`src/rtl/tbp_pkg.sv`:
```
// ----------------------------------------------------------------------------
// tbp_pkg
// Types, constants and counter helpers of the tournament branch predictor.
// ----------------------------------------------------------------------------
`default_nettype none

package tbp_pkg;

    // field and counter widths
    localparam int CTR_W    = 8;
    localparam int CFG_W    = 4;
    localparam int PC_W     = 32;
    localparam int WORD_LSB = 2;

    // result queue geometry
    localparam int OUTQ_DEPTH = 4;
    localparam int OUTQ_AW    = 2;
    localparam int OUTQ_CW    = 3;

    typedef logic [CTR_W-1:0] ctr_t;
    typedef logic [CFG_W-1:0] cfg_t;

    // counter width limits and reset value
    localparam cfg_t CFG_RESET = 4'd2;
    localparam cfg_t CFG_MIN   = 4'd2;
    localparam cfg_t CFG_MAX   = 4'd8;

    typedef struct packed {
        logic [PC_W-1:0] branch_address;
        logic            taken;
    } tbp_branch_t;

    typedef struct packed {
        logic predicted_taken;
        logic mispredicted;
        logic used_gshare;
    } tbp_result_t;

    // threshold of a counter of the configured width, width clamped to 2..8
    function automatic ctr_t ctr_half(input cfg_t bits);
        cfg_t n;
        if (bits < CFG_MIN) begin
            n = CFG_MIN;
        end
        else if (bits > CFG_MAX) begin
            n = CFG_MAX;
        end
        else begin
            n = bits;
        end
        return ctr_t'(1) << (n - 1'b1);
    endfunction

    // saturation value: twice the threshold less one
    function automatic ctr_t ctr_top(input ctr_t half);
        return ctr_t'({half, 1'b0} - 1'b1);
    endfunction

    // saturating step; a counter above the top is never raised
    function automatic ctr_t ctr_train(input ctr_t c, input logic up, input ctr_t top);
        ctr_t r;
        r = c;
        if (up) begin
            if (c < top) begin
                r = c + 1'b1;
            end
        end
        else begin
            if (c != '0) begin
                r = c - 1'b1;
            end
        end
        return r;
    endfunction

endpackage

`default_nettype wire

```
`src/rtl/tbp_outq.sv`:
```
// ----------------------------------------------------------------------------
// tbp_outq
// Small result queue that decouples the table pipeline from the result
// channel; the occupancy is handed back for admission control.
// ----------------------------------------------------------------------------
`default_nettype none

module tbp_outq
    import tbp_pkg::*;
(
    input  wire logic               clk,
    input  wire logic               rst_n,
    input  wire logic               push,
    input  wire tbp_result_t        push_data,
    input  wire logic               pop,
    output logic                    valid,
    output tbp_result_t             head,
    output logic [OUTQ_CW-1:0]      count
);

    tbp_result_t              slot_reg [OUTQ_DEPTH];
    logic [OUTQ_AW-1:0]       wr_ptr_reg, wr_ptr_next;
    logic [OUTQ_AW-1:0]       rd_ptr_reg, rd_ptr_next;
    logic [OUTQ_CW-1:0]       count_reg, count_next;

    // pointer and occupancy update
    always_comb
    begin
        wr_ptr_next = push ? wr_ptr_reg + 1'b1 : wr_ptr_reg;
        rd_ptr_next = pop ? rd_ptr_reg + 1'b1 : rd_ptr_reg;
        count_next  = count_reg + OUTQ_CW'(push) - OUTQ_CW'(pop);
    end

    always_ff @(posedge clk or negedge rst_n)
    begin
        if (!rst_n)
        begin
            wr_ptr_reg <= '0;
            rd_ptr_reg <= '0;
            count_reg  <= '0;
        end
        else
        begin
            wr_ptr_reg <= wr_ptr_next;
            rd_ptr_reg <= rd_ptr_next;
            count_reg  <= count_next;
        end
    end

    // storage
    always_ff @(posedge clk)
    begin
        if (push)
        begin
            slot_reg[wr_ptr_reg] <= push_data;
        end
    end

    assign valid = (count_reg != '0);
    assign head  = slot_reg[rd_ptr_reg];
    assign count = count_reg;

endmodule

`default_nettype wire

```
`config.mk`:
```
export PLATFORM = sky130hd
export DESIGN_NAME = tbp_outq
export DESIGN_NICKNAME = d
export VERILOG_FILES = /design/src/rtl/tbp_pkg.sv /design/src/rtl/tbp_outq.sv
export SDC_FILE = /design/constraint.sdc
export NUM_CORES = 1
export LEC_CHECK = 0
export BUFFER_PORTS_ARGS = -buffer_cell sky130_fd_sc_hd__buf_2
export CAP_MARGIN = 15
export CORE_MARGIN = 2
export CORE_UTILIZATION = 55
export DETAILED_ROUTE_END_ITERATION = 10
export PLACE_DENSITY_LB_ADDON = 0.05
export SKIP_LAST_GASP = 1
export SYNTH_ARGS = -nofsm -noshare
export SYNTH_HDL_FRONTEND = slang
export SYNTH_SLANG_ARGS = --single-unit
export TNS_END_PERCENT = 10
```
`constraint.sdc`:
```
create_clock -name clk -period 2.17 [get_ports clk]
set_input_delay 0.1085 -clock clk [delete_from_list [all_inputs] [get_ports clk]]
set_output_delay 0.1085 -clock clk [all_outputs]
set_load 0.005 [all_outputs]
```
# == Word level (Yosys, flattened, before mapping) ==
# Memory sizes are Yosys's and may differ from the RTL's.
# Index checks and enable logic that the tools add are counted.
# classes
mux,2
shift,0
n_lt_le_gt_ge,0
n_addsub,4
reduce_logical,1
bitwise,0
div,0
n_eq_ne,0
mul,0
# ops
op,n
"2-bit by 1-bit adder with 2-bit output, second input constant",2
3-bit by 1-bit adder with 3-bit output,1
3-bit nonzero test,1
3-bit by 1-bit subtractor with 3-bit output,1
1-bit 2-to-1 mux,2
# totals
reg_bits,7
rom_bits,0
elab_cells,11
mem_bits_rw,12
latchBits,0
output_inout_bits,7
mem_count,1
inputBits,7
# mem_list
memory,words,word_bits,rd,rd_ports_with_merged_regs,wr,line_no,text
slot_reg,4,3,1,0,1,tbp_outq.sv:21,tbp_result_t slot_reg [OUTQ_DEPTH];

# == Logic depth before layout (Yosys ltp) ==
# depth
depth_word,2
mapped_depth,6
mapped_depth_nobuf,6

# == Worst setup path after synthesis ==
# Ideal clock, no wire load.
# synth_timing
kind,flip-flop to flip-flop
start,"register count_reg[0], in the netlist count[0]"
end,"register count_reg[2], in the netlist count[2]"
stages_incl_launch_ff,7
setup_slack_ns,0.699
period_less_slack_ns,1.471
t_arrival_ns,1.348
setup_time_ns,0.123
path_buffers,0
cell_sequence,dfrtp_1 inv_1 ha_1 inv_1 ha_1 fa_1 xnor2_1
# synth_via
elab_chain_len,2
# synth_rtl
element,line_no,text
from (decl),tbp_outq.sv:24,"logic [OUTQ_CW-1:0] count_reg, count_next;"
from (signal assigned),tbp_outq.sv:46,count_reg <= count_next;
3-bit by 1-bit adder with 3-bit output,tbp_outq.sv:31,count_next = count_reg + OUTQ_CW'(push) - OUTQ_CW'(pop);
3-bit by 1-bit subtractor with 3-bit output,tbp_outq.sv:31,
net count_next[2],tbp_outq.sv:24,
# The timed path passes the listed nets, and every way through them passes these cells.
# A chain may end at the register's enable or synchronous reset.

==> results by group <==
Run status
  – Status: complete, no violations

Route
  – First DRT Iteration DRCs: 3
  – Drt drc: 0
  – Vias: 406
  – Vias/cell: 5.01
  – Drt total wl: 1070 um
  – Wirelength per Cell: 13.2 um
  – DRT Pass-1 Iters: 2
  – Post-DRT Antenna Nets: 0

Die
  – Initial core utilization: 60.7%
  – # IOs: 14
  – Die W: 42.6 um
  – FP Rows: 13
  – Core Area: 1350 um^2
  – DIE AREA: 1810 um^2
  – Die H: 42.6 um

Timing
  – Max Slew Vio Count: 0
  – Final Skew: 0.00337 ns
  – Final min period: 1.58 ns
  – RSZ-0062 raised after global routing: no
  – Final-report hold violation count: 0
  – Final Cycle Share: 73.0%
  – Worst slew pin tran: 0.265 ns
  – Worst slew margin: 82.3%
  – Final setup viols: 0
  – F_max: 631 MHz
  – Setup Total Neg Slack: 0 ns
  – Final Worst Setup Slack: 0.586 ns

Worst setup path
  – Worst EP required: 2.06 ns
  – R2r endpoint: count[2]$_DFF_PN0_
  – WP data arrival: 1.48 ns
  – Setup slack, reg-to-reg: 0.65 ns
  – Crit. End Element: primary output
  – Crit path kind: flop to primary output
  – Reg2Reg Depth: 6
  – Reg2reg start: count[0]$_DFF_PN0_
  – Crit start category: flop
  – Worst Path Max Fanout: 5

Power and ir drop
  – Static Leak: 0.399 nW
  – VDD IR-drop max: 0.672 mV
  – PwrDens: 1210 nW/um^2

Clock tree
  – Clock buffer depth: 2
  – H-tree levels: 1
  – # clock sinks: 19
  – CTS buffer count: 3
  – Worst skew pair latency: 0.28 ns
  – Clock transition at path regs: 0.10 ns
  – CTS tree: built
  – Setup Buffers After CTS: 0
  – CTS root buf: clkbuf_4

GRT
  – Initial antenna violation count: 0
  – GRT met2 Usage: 22.2%
  – GRT Max-Usage Layer: met1
  – All-Layer GR Usage: 15.7%
  – Global-route wire length before repair: 2030 um
  – Global route overflow: 0
  – GR Util met3: 3.88%
  – Pin count of the biggest net entering global routing: 11
  – GRT met1 Usage: 22.7%
  – Number of global-route vias before repair: 445

Synthesis
  – Mapped Cells: 49
  – Flop and latch count out of synthesis: 19
  – Synth Warn #: 0
  – Seq/Total Area, Yosys: 65.3%
  – Post-synth cell types: 13
  – Mapped cell area: 820 um^2
  – Synthesized area per cell: 16.7 um^2
  – Syn nets: 63

Final layout
  – Area grow syn2layout: 13.3%
  – Final #Nets: 81
  – Antenna Cells: 0
  – Share of cells above drive strength 1: 28.8%
  – Max reg flops: 12
  – Fill cells: 100

Worst hold path
  – Hold EP: rd_ptr_reg[0]$_DFFE_PN0P_
  – Hold path cells: 2
  – Hold crit path type: primary input to flop
  – Hold Path Origin: pop

Place
  – # port buffers: 13
  – GP Congestion: 0.722
  – Final HPWL DP: 846 um
  – Setup slack at placement: 0.676 ns

Job
  – Max_cap viols: 0
==> cell families (layout without fill, tap and decap cells) <==
family                     count (synthesis)  in the layout  synth area share [%]
DFF                                       19             19                  65.3
adders and majority gates                  7              7                  11.6
and+or+nand+nor                            7              7                  4.73
buffers and inverters                      7             24                  4.12
xor gates and xnor gates                   5              5                  5.34
muxes                                      3              3                  8.24
AOI/OAI and AO/OA                          1              1                 0.610
==> cell type report <==
type                            instances  area, um^2  share of cell area, %
Sequential cell                        19         536                   57.7
Multi-Input combinational cell         23         250                   27.0
Timing Repair Buffer                   14        75.1                   8.09
Clock buffer                            4        26.3                   2.83
Inverter                                6        22.5                   2.43
Tap cell                               15        18.8                   2.02
==> worst max-delay path, stage by stage (launching register included) <==
cell	delay, ns
dfrtp_1	0.50
mux4_2	0.55
buf_2	0.14
==> cell usage in the layout, fill, tap and decap left out <==
master,synthesis,final
and2_1,4,4
buf_2,0,13
clkbuf_1,0,1
clkbuf_4,0,3
dfrtp_1,7,7
dlygate4sd3_1,0,1
edfxtp_1,12,12
fa_1,1,1
ha_1,6,6
inv_1,6,6
mux4_2,3,3
nand2_1,2,2
o21ai_0,1,1
or3_1,1,1
xnor2_1,2,2
xor2_1,3,3
==> worst max-delay path by stage <==
stage                              start                  to  slack [ns]
3_3_place_gp          count[0]$_DFF_PN0_  count[2]$_DFF_PN0_        0.70
6_report       rd_ptr_reg[0]$_DFFE_PN0P_             head[2]        0.59
3_5_place_dp          count[0]$_DFF_PN0_  count[2]$_DFF_PN0_        0.68
2_1_floorplan         count[0]$_DFF_PN0_  count[2]$_DFF_PN0_        0.70
4_1_cts        rd_ptr_reg[0]$_DFFE_PN0P_             head[2]        0.56
5_1_grt        rd_ptr_reg[0]$_DFFE_PN0P_             head[2]        0.51
==> power breakdown <==
part           internal [W]  switching [W]  leakage (nW)
combinational      0.000209       0.000158         0.191
sequential         0.000503      0.0000903         0.192
clock             0.0000714      0.0000955        0.0150
total              0.000783       0.000343         0.399
==> Yosys cell counts (all sizes together) <==
cell    number  share of area (%)
fa           1                2.4
inv          6                2.7
edfxtp      12                 44
dfrtp        7                 21
buf          1                1.4
or3          1               0.76
nand2        2               0.92
o21ai        1               0.61
ha           6                9.2
and2         4                3.1
mux4         3                8.2
xnor2        2                2.1
xor2         3                3.2
==> per-layer routing <==
metal / vias to the layer above / wire (um)
li1: 201 / -
met1: 189 / 513
met2: 12 / 489
met3: 4 / 44
met4: 0 / 23
met5: - / 0
==> stage by stage <==
step                      total power, W  cells  util [%]  hold slack [ns]  cell area (um^2)
after floorplan                 0.000859     49         -           -0.187               820
after global routing             0.00124     81      68.8           0.0171               928
after global placement          0.000966     76      66.1          -0.0520               892
after CTS                        0.00114     81      68.8           0.0220               928
after detailed placement        0.000976     76      66.1          -0.0528               892
final                            0.00113     81      68.8           0.0305               928
==> repair_timing <==
action,in CTS,in global routing
hold buffers,1,0
endpoints found under the hold margin,7,0
resized for setup,0,0
Note: power is estimated with default switching activity, not from simulation.
